### config.mk
export PLATFORM = sky130hd
export DESIGN_NAME = qfd_ram
export DESIGN_NICKNAME = d
export VERILOG_FILES = /design/src/rtl/qfd_ram.sv
export SDC_FILE = /design/constraint.sdc
export NUM_CORES = 1
export LEC_CHECK = 0
export BUFFER_PORTS_ARGS = -buffer_cell sky130_fd_sc_hd__clkbuf_2
export CAP_MARGIN = 15
export CORE_ASPECT_RATIO = 0.75
export CORE_MARGIN = 2
export CORE_UTILIZATION = 39
export CTS_CLUSTER_DIAMETER = 200
export DETAILED_ROUTE_END_ITERATION = 10
export PLACE_DENSITY = 0.65
export REMOVE_ABC_BUFFERS = 1
export SKIP_LAST_GASP = 1
export SYNTH_ARGS = -nofsm -noshare
export SYNTH_HDL_FRONTEND = slang
export SYNTH_SLANG_ARGS = --single-unit
### constraint.sdc
create_clock -name clk_i -period 2.95 [get_ports clk_i]
set_clock_uncertainty 0.05 [all_clocks]
set_input_delay 0.295 -clock clk_i [delete_from_list [all_inputs] [get_ports clk_i]]
set_output_delay 0.295 -clock clk_i [all_outputs]
set_load 0.1 [all_outputs]
### src/rtl/qfd_ram.sv
// Generic single-port-write, single-port-read RAM with a registered read.
// A read at the address being written returns the old contents. No dependencies.
module qfd_ram #(
  parameter int unsigned WIDTH = 8,
  parameter int unsigned DEPTH = 16
) (
  input  logic                                  clk_i,
  input  logic                                  we_i,
  input  logic [((DEPTH > 1) ? $clog2(DEPTH) : 1)-1:0] waddr_i,
  input  logic [WIDTH-1:0]                      wdata_i,
  input  logic [((DEPTH > 1) ? $clog2(DEPTH) : 1)-1:0] raddr_i,
  output logic [WIDTH-1:0]                      rdata_o
);

  logic [WIDTH-1:0] mem_q [DEPTH];
  logic [WIDTH-1:0] rdata_q;

  always_ff @(posedge clk_i) begin
    if (we_i) begin
      mem_q[waddr_i] <= wdata_i;
    end
    rdata_q <= mem_q[raddr_i];
  end

  assign rdata_o = rdata_q;

endmodule

==> results of run 1 <==
==> how the worst max path moves through the flow <==
stage	to	depth (start not counted)	slack [ns]	from
after floorplan	mem_q[0][0]	2	1.11	waddr_i[2]
after global placement	rdata_o[7]	5	0.65	raddr_i[0]
after detailed placement	rdata_o[7]	5	0.61	raddr_i[0]
after CTS	rdata_o[7]	5	1.01	raddr_i[0]
after global routing	rdata_o[7]	5	0.88	raddr_i[0]
final	rdata_o[7]	5	1.05	raddr_i[0]
==> kinds of logic (layout without fill, tap and decap cells) <==
family	count (synthesis)	after routing
AOI/OAI and AO/OA	16	16
buffers and inverters	10	72
muxes	32	32
DFF	136	136
and+or+nand+nor	35	35
==> layer usage <==
metal  part of all wire  global-route usage  up-vias
li1                   -                   -     1076
met1               0.44              0.2154     1258
met2               0.47              0.2400       85
met3              0.078             0.04727        8
met4              0.013             0.07212        0
met5                  0                   0        -
==> Yosys cell counts <==
master	instances	share of area
a22oi_1	16	0.023
and2_1	1	0.0012
and2b_1	1	0.0015
buf_2	3	0.0029
buf_4	1	0.0015
buf_6	3	0.0066
clkdlybuf4s25_2	3	0.0058
dfxtp_1	8	0.031
edfxtp_1	128	0.75
mux4_1	14	0.071
mux4_2	18	0.079
nand2_1	9	0.0066
nand2b_1	2	0.0024
nand3_1	1	0.00097
nand3b_1	2	0.0029
nor2_1	13	0.0095
nor2b_1	1	0.0012
nor3_1	4	0.0039
or3b_2	1	0.0017
==> state kept, by name, summed over array words and instances (netlist names) <==
signal   flops
mem_q      128
rdata_o      8
==> cell type report <==
type | count | area share
clock buffers | 19 | 0.07235
clock inverters | 13 | 0.02514
multi-input cells | 83 | 0.1727
flip-flops and latches | 136 | 0.6540
well taps | 171 | 0.03495
repair buffers | 40 | 0.04087
==> worst reg2reg max path, stage by stage, from the launching register on <==
cell and delay, ns:
edfxtp_1 0.37, mux4_1 0.52, a22oi_1 0.32, nand2_1 0.09
==> power by group through the flow <==
stage / Combinational [W] / Sequential (W) / Clock (W)
final: 0.000288 / 0.00217 / 0.00209
after global routing: 0.000308 / 0.00218 / 0.00220
after CTS: 0.000292 / 0.00218 / 0.00213
after detailed placement: 0.000291 / 0.00221 / 0
after global placement: 0.000285 / 0.00221 / 0
after floorplan: 0.0000866 / 0.00230 / 0
==> per-stage QoR <==
stage / utilization / instances / setup WS (ns)
after floorplan: - / 219 / 1.112
after global placement: 0.4274 / 430 / 0.6502
after detailed placement: 0.4274 / 430 / 0.6129
after CTS: 0.4736 / 462 / 1.009
after global routing: 0.4736 / 462 / 0.8832
final: 0.4736 / 462 / 1.051
==> out/results.tsv, run 1 <==
metric	value	unit
Startpoint Class	input pin	
first-pass GRT wire length	15010	um
commonest non-fill, non-tap cell in the layout	edfxtp_1	
worst-path cell chain	clkbuf_2 -> buf_4 -> mux4_2 -> a22oi_1 -> nand2_1	
CTS Buffer Depth	2	
area delta synth->final	18.94	%
PostCTS Resize Cnt	0	
Avg WL per Cell	21.71	um
switching share of power	0.2116	
VDD IR max	406.7	uV
die area	14140	um^2
Largest delay share family, worst path	buffers and inverters	
Synthesis Warnings	0	
CP Class	input pin to register	
area of the mapped netlist	5147	um^2
Hold Path End	mem_q[6][6]	
Hold-fix buffers, CTS	0	
largest net degree at the start of global routing	26	
register share of total power	0.478	
Final Setup Violations	0	
register area	4004	um^2
Routed Antenna Nets	0	
synth unique cells	19	
Int Pwr	0.003588	W
Final GP Congestion	0.7374	
Hold WS	0.2636	ns
Worst-Skew Late Latency	0.42	ns
GRT Util Overall	0.1588	
Leakage	2.077	nW
Root Buffer	clkbuf_16	
Num Clock Sinks	136	
launch point of the worst hold path	wdata_i[6]	
WHS Path Cells	1	
DP Area	5525	um^2
number of fill cells	1059	
crit end category	register	
Gate Count Post-Synth	229	
Rows	36	
Final Hold Vio Count	0	
Clk pwr share	0.459	
pwr/cell area	743.3	nW/um^2
post-synthesis sequential area ratio	0.7778	
die width	136.7	um
vias in the first global route	2486	
largest family of logic cells by synthesized area	multiplexers	
Core Area	12930	um^2
max-cap viol count	0	
fin nets	296	
Final Instance Area	6122	um^2
most frequent cells in the layout	128 x edfxtp_1, 25 x clkbuf_2, 18 x mux4_2	
WP buf/inv	2	
#FFs+latches synth	136	
Die Span Y	103.5	um
Inserted Diodes	0	
vias	2427	
Reg2Reg Capture Point	rdata_o[2]	
FF-to-FF path depth	3	
R2R Setup Slk	1.49	ns
worst hold-check path type	input pin to register	
CTS tree	yes	
setup TNS	0	ns
Tcrit/Tclk final	0.6436	
vias per inst	5.253	
area of the multi-input gates	1057	um^2
syn_area_per_cell	22.48	um^2
fmax	0.5267	GHz
Critical R2R Launch	mem_q[1][2]	
CP required	3.19	ns
RSZ-0062 raised after global routing	no	
simple-gate share of the synthesized area	0.03184	
CP max stage delay	0.54	ns
io pins	26	
Logic pwr share	0.063	
layout cells sized above 1	0.3093	
I/O Buffers	25	
total power draw	0.004551	W
CP max stage cell	clkbuf_2	
initial core utilization	0.3982	
Slew @ Worst Pin	1.051	ns
initial antenna violation count	0	
Pre-antenna DRT Iters	4	
Worst-path clk slew	0.06	ns
Period minus WS final	1.899	ns
Synth Area in Compound Gates	0.02333	
H-tree levels	4	
post-synthesis mux area share	0.1502	
DRC viols	0	
dpl hpwl	6393	um
worst rel slew slack	0.2969	
TritonCTS Buffers	17	
adder-cell share of the synthesized area	0	
drt initial violations	203	
final WL	10030	um
status	finished, final reports clean	
grt total ovfl	0	
area share of xor/xnor cells in the synthesized design	0	
WP data arrival	2.14	ns
Post-CTS Repair Setup Buffers	0	
max-slew violations	0	
switching pwr	0.0009630	W
Max FO, Critical Path	19	
No activity file was read; power rests on OpenSTA's default activity.
==> run 2, diff against run 1 <==
ABC_AREA = 1   (was unset)
clock period = 2 ns   (was 2.95 ns; I/O delays follow)
==> out/results.tsv, run 2 <==
metric	value	unit	change
Die Span Y	109.3	um	+5.6%
status	finished, final reports clean		
max-cap viol count	0		unchanged
Synth Area in Compound Gates	0		-0.02333
Synth area leader	edfxtp_1		
layout cells sized above 1	0.1181		-0.1911
GRT Util Overall	0.1859		+0.02706
Final GP Congestion	0.8501		+15%
most frequent cells in the layout	173 x nand2_1, 128 x edfxtp_1, 100 x inv_1		
Post-synth top cells	173 x nand2_1, 128 x edfxtp_1, 100 x inv_1		
max-slew violations	0		unchanged
largest reg by FF count	mem_q		
Tcrit/Tclk final	0.7749		
Final Hold Vio Count	0		unchanged
Setup WS post-layout	0.4503	ns	-0.6010 ns
die width	144.4	um	+5.7%
area share of xor/xnor cells in the synthesized design	0		unchanged
CTS Buffer Depth	2		unchanged
DRC viols	0		unchanged
Worst-path clk slew	0.05	ns	about the same
placed insts	770		+79%
pwr/cell area	992.5	nW/um^2	+34%
area share of the leading cell type in the synthesized netlist	0.6665		-0.08020
simple-gate share of the synthesized area	0.2105		+0.1786
Rows	38		+5.6%
Worst-Skew Late Latency	0.41	ns	about the same
Num Clock Sinks	136		unchanged
first-pass GRT wire length	21080	um	+40%
commonest non-fill, non-tap cell in the layout	nand2_1		
Core Area	14450	um^2	+12%
vias per inst	4.823		-8.2%
H-tree levels	4		unchanged
worst rel slew slack	0.4240		+0.1271
area of the mapped netlist	5767	um^2	+12%
Synthesis Warnings	0		unchanged
post-synthesis sequential area ratio	0.6943		-0.08354
Hold-fix buffers, CTS	0		unchanged
CP required	1.75	ns	-1.44 ns
worst-path cell chain	clkbuf_2		
Slew @ Worst Pin	0.8608	ns	-0.1899 ns
CP max stage cell	clkbuf_2		
VDD IR max	508.7	uV	+25%
crit end category	output pin		
PostCTS Resize Cnt	0		unchanged
switching share of power	0.2303		+0.01867
Root Buffer	clkbuf_16		
CP Class	register to output pin		
max FFs per register	128		unchanged
post-route non-filler standard cell count	801		+73%
die area	15790	um^2	+12%
largest net degree at the start of global routing	65		+150%
Clk pwr share	0.437		-0.022
Pre-antenna DRT Iters	6		+2
Logic pwr share	0.079		+0.016
TritonCTS Buffers	17		unchanged
register share of total power	0.485		+0.007
WP buf/inv	1		-1
Int Pwr	0.005103	W	+42%
main area contributors after synthesis	edfxtp_1 67%, nand2_1 11%, nand3_1 8.4%		
async set-reset flop share out of synthesis	0		unchanged
#FFs+latches synth	136		unchanged
adder-cell share of the synthesized area	0		unchanged
Post-CTS Repair Setup Buffers	0		unchanged
vias in the first global route	3695		+49%
vias	3863		+59%
worst hold-check path type	input pin to register		
I/O Buffers	25		unchanged
fmax	0.6453	GHz	
pre-CTS setup slack	0.3550	ns	-0.2580 ns
CTS tree	yes		
synth unique cells	12		-7
Leakage	2.888	nW	+39%
post-synthesis mux area share	0		-0.1502
Inserted Diodes	0		unchanged
Max FO, Critical Path	1		-18
grt total ovfl	0		unchanged
initial antenna violation count	0		unchanged
Post-synth EDFFs	128		unchanged
RSZ-0062 raised after global routing	no		
Final Setup Violations	0		unchanged
DP Area	6136	um^2	+11%
fin nets	607		+110%
Main synth FF type	edfxtp_1		
Avg WL per Cell	16.93	um	-22%
most common cell in the netlist	nand2_1		
Final Util	0.4622		-0.01141
Final Instance Area	6680	um^2	+9.1%
Period minus WS final	1.550	ns	
drt initial violations	366		+80%
Routed Antenna Nets	0		unchanged
Gate Count Post-Synth	551		+140%
syn_area_per_cell	10.47	um^2	-53%
initial core utilization	0.3990		+0.0007981
CP max stage delay	0.49	ns	-0.05 ns
final WL	13560	um	+35%
WP data arrival	1.30	ns	-0.84 ns
io pins	26		unchanged
Largest delay share family, worst path	buffers and inverters		
largest family of logic cells by synthesized area	simple AND/OR/NAND/NOR gates		
setup TNS	0	ns	unchanged
switching pwr	0.001527	W	+59%
dpl hpwl	8144	um	+27%
Startpoint Class	register		
area delta synth->final	15.84	%	
==> run 2: per-layer routing <==
metal,wire (um),part of all wire,track usage,vias to the layer above
li1,-,-,-,1851
met1,6365,0.47,0.2648,1865
met2,6256,0.46,0.2827,129
met3,779,0.057,0.03746,18
met4,161,0.012,0.07212,0
met5,0,0,0,-
==> run 2: area by class of cell <==
cell class | count | area [um^2]
fillers | 1338 | 7774
flip-flops and latches | 136 | 4004
multi-input cells | 289 | 1214
clock buffers | 20 | 436.7
inverters | 102 | 382.9
repair buffers | 43 | 285.3
well taps | 200 | 250.2
clock inverters | 11 | 107.6
==> run 2: worst reg2reg max path: cells and delay by family (launching register included) <==
kind                   cells  cell delay, ns
AND/OR/NAND/NOR            5            0.55
flip-flops                 1            0.35
buffers and inverters      1            0.06
==> run 2: final timing paths <==
path | cells after the start | from | slack, ns | endpoint
hold / removal | 3 | raddr_i[3] | 0.15 | rdata_o[2]
setup reg to reg | 6 | mem_q[8][4] | 0.87 | rdata_o[4]
hold reg to reg | 6 | mem_q[13][2] | 0.62 | rdata_o[2]
setup / recovery | 1 | rdata_o[2] | 0.45 | rdata_o[2]
==> run 2: power groups by stage <==
stage	Combinational [W]	Sequential (W)	Clock, W
global placement	0.000512	0.00327	0
floorplan	0.000172	0.00340	0
global route	0.000570	0.00322	0.00304
finish	0.000523	0.00321	0.00289
CTS	0.000524	0.00321	0.00292
detailed placement	0.000521	0.00327	0
==> run 2: cells by family after synthesis <==
| family | Yosys count |
|---|---|
| buffers and inverters | 126 |
| DFF | 136 |
| and+or+nand+nor | 289 |
==> run 2: through the flow <==
| step | hold WS [ns] | total power (W) |
|---|---|---|
| floorplan | 0.2489 | 0.003568 |
| global placement | 0.5654 | 0.003782 |
| detailed placement | 0.5708 | 0.003793 |
| CTS | 0.1336 | 0.006657 |
| global route | 0.1632 | 0.006823 |
| finish | 0.1500 | 0.006630 |
==> run 3, diff against run 2 <==
PLACE_DENSITY = 0.67   (was 0.65)
clock period = 1.25 ns   (was 2 ns; I/O delays follow)
==> out/results.tsv, run 3 (synthesis results as in run 2) <==
metric	value	unit	change
status	finished, final reports clean		
RSZ-0062 raised after global routing	no		
initial core utilization	0.3990		unchanged
area delta synth->final	20.92	%	
GRT Util Overall	0.1823		-0.003513
Int Pwr	0.008518	W	+67%
drt initial violations	396		+8.2%
launch point of the worst hold path	raddr_i[3]		
max-cap viol count	0		unchanged
CTS tree	yes		
WHS Path Cells	4		+1
CP required	1.08	ns	-0.67 ns
Startpoint Class	register		
pre-CTS setup slack	-0.004163	ns	-0.3591 ns
Slew @ Worst Pin	0.4286	ns	-0.4322 ns
die width	144.4	um	unchanged
grt total ovfl	0		unchanged
Hold-fix buffers, CTS	0		unchanged
Num Clock Sinks	136		unchanged
WP buf/inv	1		unchanged
Worst-Skew Late Latency	0.41	ns	about the same
total power draw	0.01099	W	+66%
Pre-antenna DRT Iters	5		-1
fin nets	618		+1.8%
io pins	26		unchanged
TritonCTS Buffers	17		unchanged
Worst-path clk slew	0.05	ns	about the same
die area	15790	um^2	unchanged
Core Area	14450	um^2	unchanged
area of the multi-input gates	1214	um^2	unchanged
Max FO, Critical Path	1		unchanged
vias	3824		-1.0%
WP data arrival	1.01	ns	-0.29 ns
Final Hold Vio Count	0		unchanged
Inserted Diodes	0		unchanged
DRC viols	0		unchanged
Avg WL per Cell	16.15	um	-4.6%
Leakage	3.019	nW	+4.5%
register share of total power	0.468		-0.017
Clk pwr share	0.444		+0.007
met3 Use GR	0.04791		+0.01045
H-tree levels	4		unchanged
busiest grt layer	met2		
vias per inst	4.704		-2.5%
worst-path cell chain	buf_12		
first-pass GRT wire length	20590	um	-2.3%
CP max stage delay	0.40	ns	-0.09 ns
worst rel slew slack	0.7143		+0.2903
Rows	38		unchanged
Root Buffer	clkbuf_16		
met2 GRT Util	0.2681		-0.01456
register area	4004	um^2	unchanged
VDD IR max	890.1	uV	+75%
Setup WS post-layout	0.06209	ns	-0.3882 ns
Tcrit/Tclk final	0.9503		
GR Util met1	0.2626		-0.002220
R2R Setup Slk	0.17	ns	-0.70 ns
number of fill cells	1295		-3.2%
Post-CTS Repair Setup Buffers	0		unchanged
FF-to-FF path depth	6		unchanged
Hold Path End	rdata_o[3]		
Die Span Y	109.3	um	unchanged
CTS Buffer Depth	2		unchanged
crit end category	output pin		
Largest delay share family, worst path	flip-flops		
Reg2Reg Capture Point	rdata_o[3]		
largest net degree at the start of global routing	65		unchanged
Period minus WS final	1.188	ns	
Critical R2R Launch	mem_q[7][3]		
Hold WS	0.08745	ns	-0.06259 ns
switching share of power	0.2250		-0.005226
dpl hpwl	8347	um	+2.5%
CP max stage cell	dfxtp_1		
commonest non-fill, non-tap cell in the layout	nand2_1		
initial antenna violation count	0		unchanged
pwr/cell area	1576	nW/um^2	+59%
Routed Antenna Nets	0		unchanged
switching pwr	0.002474	W	+62%
PostCTS Resize Cnt	0		unchanged
worst hold-check path type	input pin to register		
Final GP Congestion	0.8147		-4.2%
Final Setup Violations	0		unchanged
max FFs per register	128		unchanged
I/O Buffers	25		unchanged
CP Class	register to output pin		
vias in the first global route	3709		+0.38%
largest reg by FF count	mem_q		
max-slew violations	0		unchanged
fmax	0.8418	GHz	
Logic pwr share	0.088		+0.009
final WL	13130	um	-3.2%
layout cells sized above 1	0.1305		+0.01237
most frequent cells in the layout	173 x nand2_1, 128 x edfxtp_1, 100 x inv_1		
-- run 3: cell count changes in the layout (fill, tap and decap cells not counted), sizes merged --
cell / delta
bufinv: +1
clkinv: -1
clkinvlp: -1
buf: +19
clkbuf: -6
-- run 3: power groups by stage --
stage / Combinational, W / Sequential (W) / Clock [W]
finish: 0.000965 / 0.00515 / 0.00488
detailed placement: 0.000964 / 0.00524 / 0
global route: 0.00104 / 0.00516 / 0.00516
CTS: 0.000968 / 0.00515 / 0.00493
floorplan: 0.000275 / 0.00543 / 0
global placement: 0.000952 / 0.00524 / 0
-- run 3: cell type report --
| class | instances | area share |
|---|---|---|
| tap | 200 | 0.03589 |
| inverter | 102 | 0.05491 |
| timing repair buffer | 54 | 0.07895 |
| clock inverter | 10 | 0.01830 |
| clock buffer | 22 | 0.06370 |
| multi-input combinational | 289 | 0.1741 |
| sequential | 136 | 0.5742 |
-- run 3: worst max-delay path by stage --
| stage | startpoint | to | slack (ns) | cells after the start |
|---|---|---|---|---|
| after CTS | rdata_o[3] | rdata_o[3] | 0.05 | 1 |
| after detailed placement | raddr_i[0] | rdata_o[0] | -0.004 | 7 |
| after global routing | rdata_o[3] | rdata_o[3] | 0.02 | 1 |
| after global placement | raddr_i[0] | rdata_o[3] | 0.01 | 8 |
| after floorplan | raddr_i[0] | rdata_o[2] | 0.09 | 6 |
| final | rdata_o[3] | rdata_o[3] | 0.06 | 1 |
-- run 3: metrics by stage --
stage,std cells,util,TNS (ns),area [um^2]
detailed placement,781,0.4429,-0.004163,6401
finish,813,0.4824,0,6973
global route,813,0.4824,0,6973
floorplan,527,-,0,5600
CTS,813,0.4824,0,6973
global placement,781,0.4429,0,6401
-- run 3: routing by layer --
metal | vias up | wire length, um
met5 | - | 0
met1 | 1825 | 6339
met4 | 0 | 203
li1 | 1867 | -
met3 | 19 | 770
met2 | 113 | 5820
